## src/hw/rtl/bra_pkg.sv

```systemverilog
// Shared types and constants of the bitmap range allocator.
// No dependencies; imported by every allocator module.
package bra_pkg;

    localparam int CHUNKS = 512;
    localparam int ROW_W  = 32;
    localparam int ROWS   = CHUNKS / ROW_W;
    localparam int ROW_AW = $clog2(ROWS);
    localparam int BIT_AW = $clog2(ROW_W);
    localparam int IDX_W  = $clog2(CHUNKS);
    localparam int CNT_W  = 10;
    localparam int ALN_W  = 4;
    localparam int POS_W  = 17;
    localparam int IN_W   = 24;
    localparam int OUT_W  = 24;

    // Request kinds carried on s_tuser
    localparam logic OP_ALLOC = 1'b0;
    localparam logic OP_FREE  = 1'b1;

    typedef enum logic [2:0] {
        S_IDLE,
        S_DISPATCH,
        S_HEAD,
        S_RUN,
        S_ROW_RD,
        S_ROW_WR,
        S_DONE
    } state_t;

    typedef enum logic [3:0] {
        DP_NONE,
        DP_LOAD,
        DP_FETCH,
        DP_POS_ADV,
        DP_RUN_BEGIN,
        DP_RUN_NEXT,
        DP_CLASH,
        DP_RETRY,
        DP_RANGE_FREE,
        DP_RANGE_ALLOC,
        DP_ROW_RD,
        DP_ROW_WR,
        DP_FINISH
    } dp_op_t;

    typedef struct packed {
        dp_op_t op;
        logic   probe_run;
    } dp_cmd_t;

    typedef struct packed {
        logic is_free;
        logic oversize;
        logic single;
        logic retried;
        logic pos_oob;
        logic probe_hit;
        logic probe_used;
        logic run_fits;
        logic run_done;
        logic range_empty;
        logic last_row;
        logic out_room;
    } dp_stat_t;

    // Round a chunk position up to a multiple of 2^aln
    function automatic logic [POS_W-1:0] align_up(input logic [POS_W-1:0] pos,
                                                  input logic [ALN_W-1:0] aln);
        logic [POS_W-1:0] msk;
        msk = (POS_W'(1) << aln) - POS_W'(1);
        return (pos + msk) & ~msk;
    endfunction

endpackage

```

## src/hw/rtl/bra_ctrl.sv

```systemverilog
// Controller of the bitmap range allocator: request sequencing state machine.
// Depends on bra_pkg; drives bra_dp through command and status structs.
module bra_ctrl
(
    input  logic              clk,
    input  logic              rst_n,
    input  logic              in_valid,
    output logic              in_ready,
    input  bra_pkg::dp_stat_t stat,
    output bra_pkg::dp_cmd_t  cmd
);
    import bra_pkg::*;

    state_t state_reg;
    state_t state_next;

    // State register
    always_ff @(posedge clk or negedge rst_n)
    begin
        if (!rst_n)
        begin
            state_reg <= S_IDLE;
        end
        else
        begin
            state_reg <= state_next;
        end
    end

    // Next state and commands
    always_comb
    begin
        state_next    = state_reg;
        cmd.op        = DP_NONE;
        cmd.probe_run = 1'b0;
        in_ready      = 1'b0;
        case (state_reg)
            S_IDLE:
            begin
                in_ready = 1'b1;
                if (in_valid)
                begin
                    cmd.op     = DP_LOAD;
                    state_next = S_DISPATCH;
                end
            end
            S_DISPATCH:
            begin
                if (stat.is_free)
                begin
                    cmd.op     = DP_RANGE_FREE;
                    state_next = S_ROW_RD;
                end
                else if (stat.oversize)
                begin
                    state_next = S_DONE;
                end
                else
                begin
                    state_next = S_HEAD;
                end
            end
            S_HEAD:
            begin
                if (stat.pos_oob || (stat.probe_hit && !stat.probe_used && !stat.run_fits))
                begin
                    // Miss: retry once from chunk zero on a run search
                    if (!stat.single && !stat.retried)
                    begin
                        cmd.op = DP_RETRY;
                    end
                    else
                    begin
                        state_next = S_DONE;
                    end
                end
                else if (!stat.probe_hit)
                begin
                    cmd.op = DP_FETCH;
                end
                else if (stat.probe_used)
                begin
                    cmd.op = DP_POS_ADV;
                end
                else
                begin
                    cmd.op     = DP_RUN_BEGIN;
                    state_next = S_RUN;
                end
            end
            S_RUN:
            begin
                cmd.probe_run = 1'b1;
                if (stat.run_done)
                begin
                    cmd.op     = DP_RANGE_ALLOC;
                    state_next = S_ROW_RD;
                end
                else if (!stat.probe_hit)
                begin
                    cmd.op = DP_FETCH;
                end
                else if (stat.probe_used)
                begin
                    cmd.op     = DP_CLASH;
                    state_next = S_HEAD;
                end
                else
                begin
                    cmd.op = DP_RUN_NEXT;
                end
            end
            S_ROW_RD:
            begin
                if (stat.range_empty)
                begin
                    state_next = S_DONE;
                end
                else
                begin
                    cmd.op     = DP_ROW_RD;
                    state_next = S_ROW_WR;
                end
            end
            S_ROW_WR:
            begin
                cmd.op = DP_ROW_WR;
                if (stat.last_row)
                begin
                    state_next = S_DONE;
                end
                else
                begin
                    state_next = S_ROW_RD;
                end
            end
            S_DONE:
            begin
                if (stat.out_room)
                begin
                    cmd.op     = DP_FINISH;
                    state_next = S_IDLE;
                end
            end
            default:
            begin
                state_next = S_IDLE;
            end
        endcase
    end

endmodule

```

## src/hw/rtl/bra_dp.sv

```systemverilog
// Datapath of the bitmap range allocator: used-bit map, search pointers, output register.
// Depends on bra_pkg; commanded by bra_ctrl.
module bra_dp
(
    input  logic                     clk,
    input  logic                     rst_n,
    input  logic                     in_user,
    input  logic [bra_pkg::IN_W-1:0] in_data,
    input  bra_pkg::dp_cmd_t         cmd,
    output bra_pkg::dp_stat_t        stat,
    output logic                     out_valid,
    input  logic                     out_ready,
    output logic [bra_pkg::OUT_W-1:0] out_data
);
    import bra_pkg::*;

    // Used-bit map, one row per word, with a valid bit per row
    logic [ROW_W-1:0]  mem [ROWS];
    logic [ROWS-1:0]   row_vld_reg;
    logic [ROW_W-1:0]  rdata_reg;
    logic              rvalid_reg;

    // Request and search registers
    logic              op_reg;
    logic [CNT_W-1:0]  count_reg;
    logic [ALN_W-1:0]  aln_reg;
    logic [IDX_W-1:0]  base_reg;
    logic [POS_W-1:0]  pos_reg;
    logic [CNT_W-1:0]  idx_reg;
    logic              retried_reg;
    logic              hit_reg;
    logic [CNT_W-1:0]  lo_reg;
    logic [CNT_W-1:0]  hi_reg;
    logic [ROW_AW-1:0] row_reg;
    logic [ROW_AW-1:0] last_row_reg;
    logic              cache_vld_reg;
    logic [ROW_AW-1:0] cache_row_reg;

    // Persistent allocator state
    logic [IDX_W-1:0]  ss_reg;
    logic [CNT_W-1:0]  fc_reg;
    logic [IDX_W-1:0]  ss_next;
    logic [CNT_W-1:0]  fc_next;

    // Output register
    logic              out_valid_reg;
    logic [OUT_W-1:0]  out_data_reg;

    logic [IDX_W-1:0]  probe;
    logic [ROW_AW-1:0] probe_row;
    logic [ROW_W-1:0]  row_data;
    logic [CNT_W:0]    run_end;
    logic [CNT_W:0]    free_end;
    logic [CNT_W-1:0]  free_hi;
    logic [CNT_W-1:0]  hi_m1;
    logic [CNT_W-1:0]  alloc_hi_m1;
    logic [ROW_W-1:0]  mask;
    logic [ROW_W-1:0]  wdata;
    logic              single;
    logic [POS_W-1:0]  aln_val;
    logic [ROW_AW-1:0] rd_row;
    logic              rd_en;
    logic              ok_next;
    logic [IDX_W-1:0]  start_next;
    logic [CNT_W:0]    fc_sum;
    logic [CNT_W-1:0]  ss_sum;

    // Request fields: op from in_user; in_data low bits first: count, align_log2, base
    logic              in_op;
    logic [CNT_W-1:0]  in_count;
    logic [ALN_W-1:0]  in_aln;
    logic [IDX_W-1:0]  in_base;

    assign in_op    = in_user;
    assign in_count = in_data[CNT_W-1:0];
    assign in_aln   = in_data[CNT_W+ALN_W-1:CNT_W];
    assign in_base  = in_data[CNT_W+ALN_W+IDX_W-1:CNT_W+ALN_W];

    // Probe address and cached row lookup
    assign single    = (count_reg == CNT_W'(1)) && (aln_reg == '0);
    assign aln_val   = POS_W'(1) << aln_reg;
    assign probe     = cmd.probe_run ? idx_reg[IDX_W-1:0] : pos_reg[IDX_W-1:0];
    assign probe_row = probe[IDX_W-1:BIT_AW];
    assign row_data  = rvalid_reg ? rdata_reg : '0;
    assign run_end   = (CNT_W+1)'(pos_reg[CNT_W-1:0]) + (CNT_W+1)'(count_reg);
    assign free_end  = (CNT_W+1)'(base_reg) + (CNT_W+1)'(count_reg);
    assign free_hi   = (free_end > (CNT_W+1)'(CHUNKS)) ? CNT_W'(CHUNKS) : free_end[CNT_W-1:0];
    assign hi_m1     = free_hi - CNT_W'(1);
    assign alloc_hi_m1 = run_end[CNT_W-1:0] - CNT_W'(1);

    // Status to the controller
    always_comb
    begin
        stat.is_free     = (op_reg == OP_FREE);
        stat.oversize    = count_reg > CNT_W'(CHUNKS);
        stat.single      = single;
        stat.retried     = retried_reg;
        stat.pos_oob     = pos_reg >= POS_W'(CHUNKS);
        stat.probe_hit   = cache_vld_reg && (cache_row_reg == probe_row);
        stat.probe_used  = row_data[probe[BIT_AW-1:0]];
        stat.run_fits    = ((POS_W+1)'(pos_reg) + (POS_W+1)'(count_reg)) <= (POS_W+1)'(CHUNKS);
        stat.run_done    = (CNT_W+1)'(idx_reg) >= run_end;
        stat.range_empty = hi_reg <= lo_reg;
        stat.last_row    = row_reg == last_row_reg;
        stat.out_room    = !out_valid_reg || out_ready;
    end

    // Bit mask of the range [lo, hi) within the current row
    always_comb
    begin
        for (int b = 0; b < ROW_W; b++)
        begin
            mask[b] = ({1'b0, row_reg, BIT_AW'(b)} >= lo_reg) &&
                      ({1'b0, row_reg, BIT_AW'(b)} < hi_reg);
        end
        wdata = (op_reg == OP_FREE) ? (row_data & ~mask) : (row_data | mask);
    end

    // Memory read port select
    assign rd_en  = (cmd.op == DP_FETCH) || (cmd.op == DP_ROW_RD);
    assign rd_row = (cmd.op == DP_ROW_RD) ? row_reg : probe_row;

    // Map memory: write a row back, read a row into the data register
    always_ff @(posedge clk)
    begin
        if (cmd.op == DP_ROW_WR)
        begin
            mem[row_reg] <= wdata;
        end
        if (rd_en)
        begin
            rdata_reg <= mem[rd_row];
        end
    end

    // Row valid bits and read-side row valid
    always_ff @(posedge clk or negedge rst_n)
    begin
        if (!rst_n)
        begin
            row_vld_reg   <= '0;
            rvalid_reg    <= 1'b0;
            cache_vld_reg <= 1'b0;
            cache_row_reg <= '0;
        end
        else
        begin
            if (cmd.op == DP_ROW_WR)
            begin
                row_vld_reg[row_reg] <= 1'b1;
            end
            if (rd_en)
            begin
                rvalid_reg    <= row_vld_reg[rd_row];
                cache_vld_reg <= 1'b1;
                cache_row_reg <= rd_row;
            end
            else if (cmd.op == DP_LOAD || cmd.op == DP_ROW_WR)
            begin
                cache_vld_reg <= 1'b0;
            end
        end
    end

    // Request and search registers
    always_ff @(posedge clk)
    begin
        case (cmd.op)
            DP_LOAD:
            begin
                op_reg      <= in_op;
                count_reg   <= in_count;
                aln_reg     <= in_aln;
                base_reg    <= in_base;
                retried_reg <= 1'b0;
                hit_reg     <= 1'b0;
                if ((in_count == CNT_W'(1)) && (in_aln == '0))
                begin
                    pos_reg <= '0;
                end
                else
                begin
                    pos_reg <= align_up(POS_W'(ss_reg), in_aln);
                end
            end
            DP_RETRY:
            begin
                pos_reg     <= '0;
                retried_reg <= 1'b1;
            end
            DP_POS_ADV:
            begin
                pos_reg <= pos_reg + aln_val;
            end
            DP_RUN_BEGIN:
            begin
                idx_reg <= pos_reg[CNT_W-1:0] + CNT_W'(1);
            end
            DP_RUN_NEXT:
            begin
                idx_reg <= idx_reg + CNT_W'(1);
            end
            DP_CLASH:
            begin
                pos_reg <= align_up(POS_W'(idx_reg) + POS_W'(1), aln_reg);
            end
            DP_RANGE_FREE:
            begin
                lo_reg       <= CNT_W'(base_reg);
                hi_reg       <= free_hi;
                row_reg      <= base_reg[IDX_W-1:BIT_AW];
                last_row_reg <= hi_m1[IDX_W-1:BIT_AW];
            end
            DP_RANGE_ALLOC:
            begin
                hit_reg      <= 1'b1;
                lo_reg       <= pos_reg[CNT_W-1:0];
                hi_reg       <= run_end[CNT_W-1:0];
                row_reg      <= pos_reg[IDX_W-1:BIT_AW];
                last_row_reg <= alloc_hi_m1[IDX_W-1:BIT_AW];
            end
            DP_ROW_WR:
            begin
                row_reg <= row_reg + ROW_AW'(1);
            end
            default:
            begin
            end
        endcase
    end

    // Pointer, free count and result of the finished request
    always_comb
    begin
        ss_next    = ss_reg;
        fc_next    = fc_reg;
        ok_next    = 1'b0;
        start_next = '0;
        fc_sum     = (CNT_W+1)'(fc_reg) + (CNT_W+1)'(count_reg);
        ss_sum     = CNT_W'(pos_reg[IDX_W-1:0]) + count_reg;
        if (op_reg == OP_FREE)
        begin
            ok_next = 1'b1;
            if (base_reg < ss_reg)
            begin
                ss_next = base_reg;
            end
            fc_next = (fc_sum > (CNT_W+1)'(CHUNKS)) ? CNT_W'(CHUNKS) : fc_sum[CNT_W-1:0];
        end
        else if (hit_reg)
        begin
            ok_next    = 1'b1;
            start_next = pos_reg[IDX_W-1:0];
            fc_next    = (fc_reg >= count_reg) ? fc_reg - count_reg : '0;
            if (single)
            begin
                ss_next = pos_reg[IDX_W-1:0] + IDX_W'(1);
            end
            else if (pos_reg[IDX_W-1:0] == ss_reg)
            begin
                ss_next = (ss_sum >= CNT_W'(CHUNKS)) ? '0 : ss_sum[IDX_W-1:0];
            end
        end
    end

    // Allocator state and output register
    always_ff @(posedge clk or negedge rst_n)
    begin
        if (!rst_n)
        begin
            ss_reg        <= '0;
            fc_reg        <= CNT_W'(CHUNKS);
            out_valid_reg <= 1'b0;
        end
        else
        begin
            if (cmd.op == DP_FINISH)
            begin
                ss_reg        <= ss_next;
                fc_reg        <= fc_next;
                out_valid_reg <= 1'b1;
            end
            else if (out_ready)
            begin
                out_valid_reg <= 1'b0;
            end
        end
    end

    // Result payload: ok, start_chunk, chunks_free, pool_empty
    always_ff @(posedge clk)
    begin
        if (cmd.op == DP_FINISH)
        begin
            out_data_reg <= OUT_W'({(fc_next == CNT_W'(CHUNKS)), fc_next, start_next, ok_next});
        end
    end

    assign out_valid = out_valid_reg;
    assign out_data  = out_data_reg;

endmodule

```

## src/hw/rtl/bitmap_range_allocator_top.sv

```systemverilog
// Bitmap range allocator: first-fit aligned run allocator over 512 chunks.
// Usage: one request enters on the s_ side (op on s_tuser; count,
// align_log2 and base on s_tdata). The request is searched, then the map
// is updated and one result transfer leaves on the m_ side
// (ok, start_chunk, chunks_free, pool_empty).
// A free reads and writes back each touched 32-chunk row in turn.
// An allocate scans the map one chunk per cycle through a cached row
// word, pausing for each row fetch, from the search pointer and once
// more from chunk zero on a miss; it then reads and writes back each
// marked row in turn and finishes.
// One request is in work at a time; s_tready is high only when idle.
// A finished result waits in the output register while the next request
// is taken; when the receiver stalls, the block holds in its final step
// until the output register frees.
// Reset empties the map at once (row valid bits), zeroes the search
// pointer and sets the free count to 512; no clearing pass is needed.
// Depends on bra_pkg, bra_ctrl and bra_dp.
module bitmap_range_allocator_top
(
    input  logic                      clk,
    input  logic                      rst_n,
    input  logic                      s_tvalid,
    output logic                      s_tready,
    // op[0]
    input  logic                      s_tuser,
    // count[9:0], align_log2[13:10], base[22:14], zero[23]
    input  logic [bra_pkg::IN_W-1:0]  s_tdata,
    output logic                      m_tvalid,
    input  logic                      m_tready,
    // ok[0], start_chunk[9:1], chunks_free[19:10], pool_empty[20], zero[23:21]
    output logic [bra_pkg::OUT_W-1:0] m_tdata
);
    import bra_pkg::*;

    dp_cmd_t  cmd;
    dp_stat_t stat;

    // Sequence requests
    bra_ctrl u_ctrl
    (
        .clk      (clk),
        .rst_n    (rst_n),
        .in_valid (s_tvalid),
        .in_ready (s_tready),
        .stat     (stat),
        .cmd      (cmd)
    );

    // Hold the map, pointers and result
    bra_dp u_dp
    (
        .clk       (clk),
        .rst_n     (rst_n),
        .in_user   (s_tuser),
        .in_data   (s_tdata),
        .cmd       (cmd),
        .stat      (stat),
        .out_valid (m_tvalid),
        .out_ready (m_tready),
        .out_data  (m_tdata)
    );

endmodule

```

## config.mk

```make
export PLATFORM = sky130hd
export DESIGN_NAME = bitmap_range_allocator_top
export DESIGN_NICKNAME = d
export VERILOG_FILES = /design/src/hw/rtl/bra_pkg.sv /design/src/hw/rtl/bra_ctrl.sv /design/src/hw/rtl/bra_dp.sv /design/src/hw/rtl/bitmap_range_allocator_top.sv
export SDC_FILE = /design/constraint.sdc
export NUM_CORES = 1
export LEC_CHECK = 0
export ABC_CLOCK_PERIOD_IN_PS = 7940
export BUFFER_PORTS_ARGS = -buffer_cell sky130_fd_sc_hd__buf_2
export CAP_MARGIN = 10
export CORE_MARGIN = 1.5
export CORE_UTILIZATION = 33
export CTS_CLUSTER_DIAMETER = 30
export DETAILED_ROUTE_END_ITERATION = 8
export PLACE_DENSITY = 0.58
export SYNTH_ARGS = -nofsm -noshare
export SYNTH_HDL_FRONTEND = slang
export SYNTH_SLANG_ARGS = --single-unit
```

## constraint.sdc

```tcl
create_clock -name clk -period 7.94 [get_ports clk]
set_input_delay 1.191 -clock clk [delete_from_list [all_inputs] [get_ports clk]]
set_output_delay 1.191 -clock clk [all_outputs]
set_load 0.1 [all_outputs]
```

==> summary.md <==
| Metric | Value |
|---|---|
| Total power density per cell area | 422.2 nW/um2 |
| Die height | 326.4 um |
| Total instance count after detailed placement | 3,846 |
| Highest Clock Rate | 0.1571 GHz |
| Count of antenna diodes in the layout | 0 |
| Residual antenna-violating net count after detailed routing | 0 |
| Data required time of the critical path | 8.33 ns |
| Synthesis Warnings | 0 |
| Clock tree from TritonCTS | done |
| Power consumption | 17.23 mW |
| Number of global-route vias before repair | 22,310 |
| Post-synthesis to final-layout area growth | 18.22% |
| Leakage Power | 14.66 nW |
| Category of the worst setup path capture point | flip-flop |
| Worst skew pair latency | 0.71 ns |
| Initial detailed-routing violation count | 1,817 |
| Most used flip-flop cell after synthesis | edfxtp_1 |
| Clock tree skew after final layout | 0.06767 ns |
| Utilization after layout | 0.3937 |
| Initial core utilization | 0.3330 |
| Post-detailed-placement cell area | 36,580 um2 |
| Number of clock sinks seen by CTS | 691 |
| Core region area | 103,600 um2 |
| Final instance count without filler cells | 4,078 |
| Sequential-to-total area share from yosys stat | 0.5947 |
| Clock-pin slew of the registers on the worst-case setup and hold paths | 0.05 ns |
| Final number of max-transition violations | 0 |
| RSZ-0062 raised after global routing | false |
| Total setup buffers inserted after CTS | 0 |
| Average detailed-routed wire length per instance | 23.27 um |
| DPL Wire Length | 58,450 um |
| Final routed wirelength across all metal layers | 94,900 um |
| Maximum Capacitance Violations | 0 |
| Final layout net count | 2,753 |
| Number of instances in the synthesized netlist | 2,486 |
| Synthesized cell area | 34,520 um2 |
| Total I/O pin count | 55 |
| Largest voltage drop on the vdd net | 0.0003017 V |
| Remaining Overflow, GRT | 0 |
| Setup CP Type | reg -> reg |
| Count of flip-flops with a built-in enable after synthesis | 646 |
| Routability congestion estimate | 0.9137 |
| Outcome | completed |
| Async set-reset flop share out of synthesis | 0.06512 |
| Post-cts resize count | 0 |
| Crit-path max FO | 27 |
| Wire length of the first global-routing pass | 142,500 um |
| Average cell area after synthesis | 13.88 um2 |
| GR Util All Layers | 0.1775 |
| Setup TNS after final layout | 0 ns |
| Worst slew margin relative to its limit | 0.1677 |
| Horizontal extent of the die | 326.4 um |
| Number of antenna violations at the first check in global routing | 0 |
| Portion of the clock cycle consumed by the worst path in the final layout | 0.8015 |
| Clock tree buffer depth | 3 |
| Max reg flops | 512 |
| Number of port buffers | 50 |
| Count of hold buffers inserted by post-cts repair | 0 |
| Overall via count from detail_route | 22,000 |
| Worst Max-Slew Pin Slew | 1.214 ns |
| Crit path arrival time | 6.76 ns |
| Buffer cell driving the clock tree root | clkbuf_16 |
| Type of the most critical hold path | reg -> reg |
| Crit path launch type | flip-flop |
| Row cnt | 118 |
| Final routed DRC violation total | 0 |
| Tmin final | 6.364 ns |
| Per-cell via count in the routed design | 5.395 |
| Fillers | 9,622 |
| Number of distinct library cells after synthesis | 95 |
| Number of buffers created by CTS | 116 |
| Finish-stage setup viols | 0 |
| Total Die Area | 106,500 um2 |
| Count of state elements after synthesis | 691 |
| First-pass iteration count of the detailed router | 7 |
| Area of all placed cells without fillers | 40,800 um2 |
| Htree depth | 3 |
| Share of layout cells above drive strength 1 | 0.2020 |
| Largest net degree at the start of global routing | 100 |
| Final count of hold timing violations | 0 |
==> placed cells by master, fill, tap and decap left out, types with 44 or more instances in the layout <==
| cell | netlist | final |
|---|---|---|
| xor2_1 | 45 | 45 |
| edfxtp_1 | 646 | 646 |
| buf_2 | 28 | 50 |
| dfrtp_1 | 44 | 44 |
| nand3_1 | 78 | 78 |
| mux2i_1 | 93 | 93 |
| xnor2_1 | 65 | 65 |
| mux4_2 | 132 | 132 |
| o21ai_0 | 86 | 82 |
| a21oi_1 | 142 | 142 |
| ha_1 | 121 | 121 |
| a211oi_1 | 48 | 48 |
| clkbuf_16 | 0 | 116 |
| nor2b_1 | 48 | 48 |
| buf_4 | 13 | 64 |
| nor2_1 | 122 | 110 |
| inv_1 | 104 | 104 |
| nand2_1 | 129 | 129 |
==> per-stage QoR <==
stage          hold WS [ns]  setup slack (ns)
4_1_cts              0.4625             1.620
2_1_floorplan        0.4337             2.332
6_report             0.4611             1.576
3_5_place_dp         0.4513             1.665
3_3_place_gp         0.4457             1.627
5_1_grt              0.4776             1.032
==> worst paths after layout <==
check                               startpoint                    end  slack (ns)  cells after the start
max in group asynchronous                rst_n         u_dp.ss_reg[7]        6.81                      2
min reg2reg                u_dp.row_vld_reg[9]    u_dp.row_vld_reg[9]        0.46                      1
min in group asynchronous                rst_n  u_dp.cache_row_reg[1]        0.64                      2
min                        u_dp.row_vld_reg[9]    u_dp.row_vld_reg[9]        0.46                      1
max                          u_dp.count_reg[2]        u_dp.idx_reg[4]        1.58                     24
max reg2reg                  u_dp.count_reg[2]        u_dp.idx_reg[4]        1.58                     24
==> synth_stat cells, types with 12 or more instances <==
cell      instances  area share
nor2b_1          48      0.0087
nand2_1         129       0.014
o21a_1           12      0.0026
ha_1            121       0.044
nor4_1           12      0.0022
buf_4            13      0.0028
inv_1           104       0.011
nand4_1          14      0.0025
a21o_1           38      0.0083
o31ai_1          12      0.0026
clkbuf_1         80      0.0087
o21bai_1         12      0.0026
xnor2_1          65       0.016
xor2_1           45       0.011
or2_2            28      0.0051
edfxtp_1        646        0.56
o21ai_0          86       0.012
buf_2            28      0.0041
dfrtp_1          44       0.032
nand2b_1         22      0.0040
a21oi_1         142       0.021
o211ai_1         12      0.0026
mux2_2           14      0.0046
a31oi_1          14      0.0025
mux4_2          132       0.086
mux2i_1          93       0.027
nand3_1          78       0.011
nor2_1          122       0.013
nor3_1           47      0.0068
and3_1           25      0.0045
and2_1           12      0.0022
a211oi_1         48       0.010
==> kinds of logic (layout without fill, tap and decap cells) <==
group | Yosys count | in the layout | share of synthesized area
other | 1 | 3 | 0.0001086
xor gates and xnor gates | 110 | 110 | 0.02791
AOI/OAI and AO/OA | 488 | 488 | 0.09382
muxes | 242 | 242 | 0.1190
and+or+nand+nor | 587 | 587 | 0.08675
adders and majority gates | 128 | 128 | 0.04792
DFF | 691 | 691 | 0.5947
buffers and inverters | 239 | 449 | 0.02983
==> report_power, final <==
| part | leakage [nW] | switching (mW) | internal (mW) |
|---|---|---|---|
| clock network | 1.94 | 1.85 | 3.31 |
| logic | 6.21 | 4.08 | 2.60 |
| registers | 6.51 | 0.456 | 4.93 |
==> layer usage <==
layer / global-route usage / part of all wire / up-vias
li1: - / - / 9898
met1: 0.2398 / 0.44 / 11190
met2: 0.2838 / 0.47 / 699
met3: 0.03000 / 0.052 / 215
met4: 0.07297 / 0.039 / 0
met5: 0 / 0 / -
==> layout make-up <==
cell class	count	area [um2]	share of cell area
multi-input cells	1558	13160	0.3225
repair buffers	122	873.3	0.02140
inverters	107	401.6	0.009843
flip-flops and latches	691	20530	0.5031
well taps	1380	1727	0.04232
clock buffers	131	2969	0.07277
clock inverters	89	1147	0.02812
==> worst max-delay path: stages (launching register included) <==
cell	delay, ns
edfxtp_1	0.50
ha_1	0.30
a211oi_1	0.24
o21bai_1	0.18
a2111oi_4	0.47
nor2_1	0.15
xnor2_1	0.58
ha_1	0.37
nand3_1	0.11
o22ai_1	0.09
nor4_1	0.17
o31ai_1	0.14
and2_1	0.21
nand2_1	0.08
buf_4	0.28
clkinv_1	0.19
nor3_1	0.42
nand4_2	0.49
nor2_1	0.30
a21o_1	0.13
ha_1	0.28
nand3_1	0.12
xnor2_1	0.15
nand2_1	0.07
o21ai_1	0.08
No activity file was read; power rests on OpenSTA's default activity.
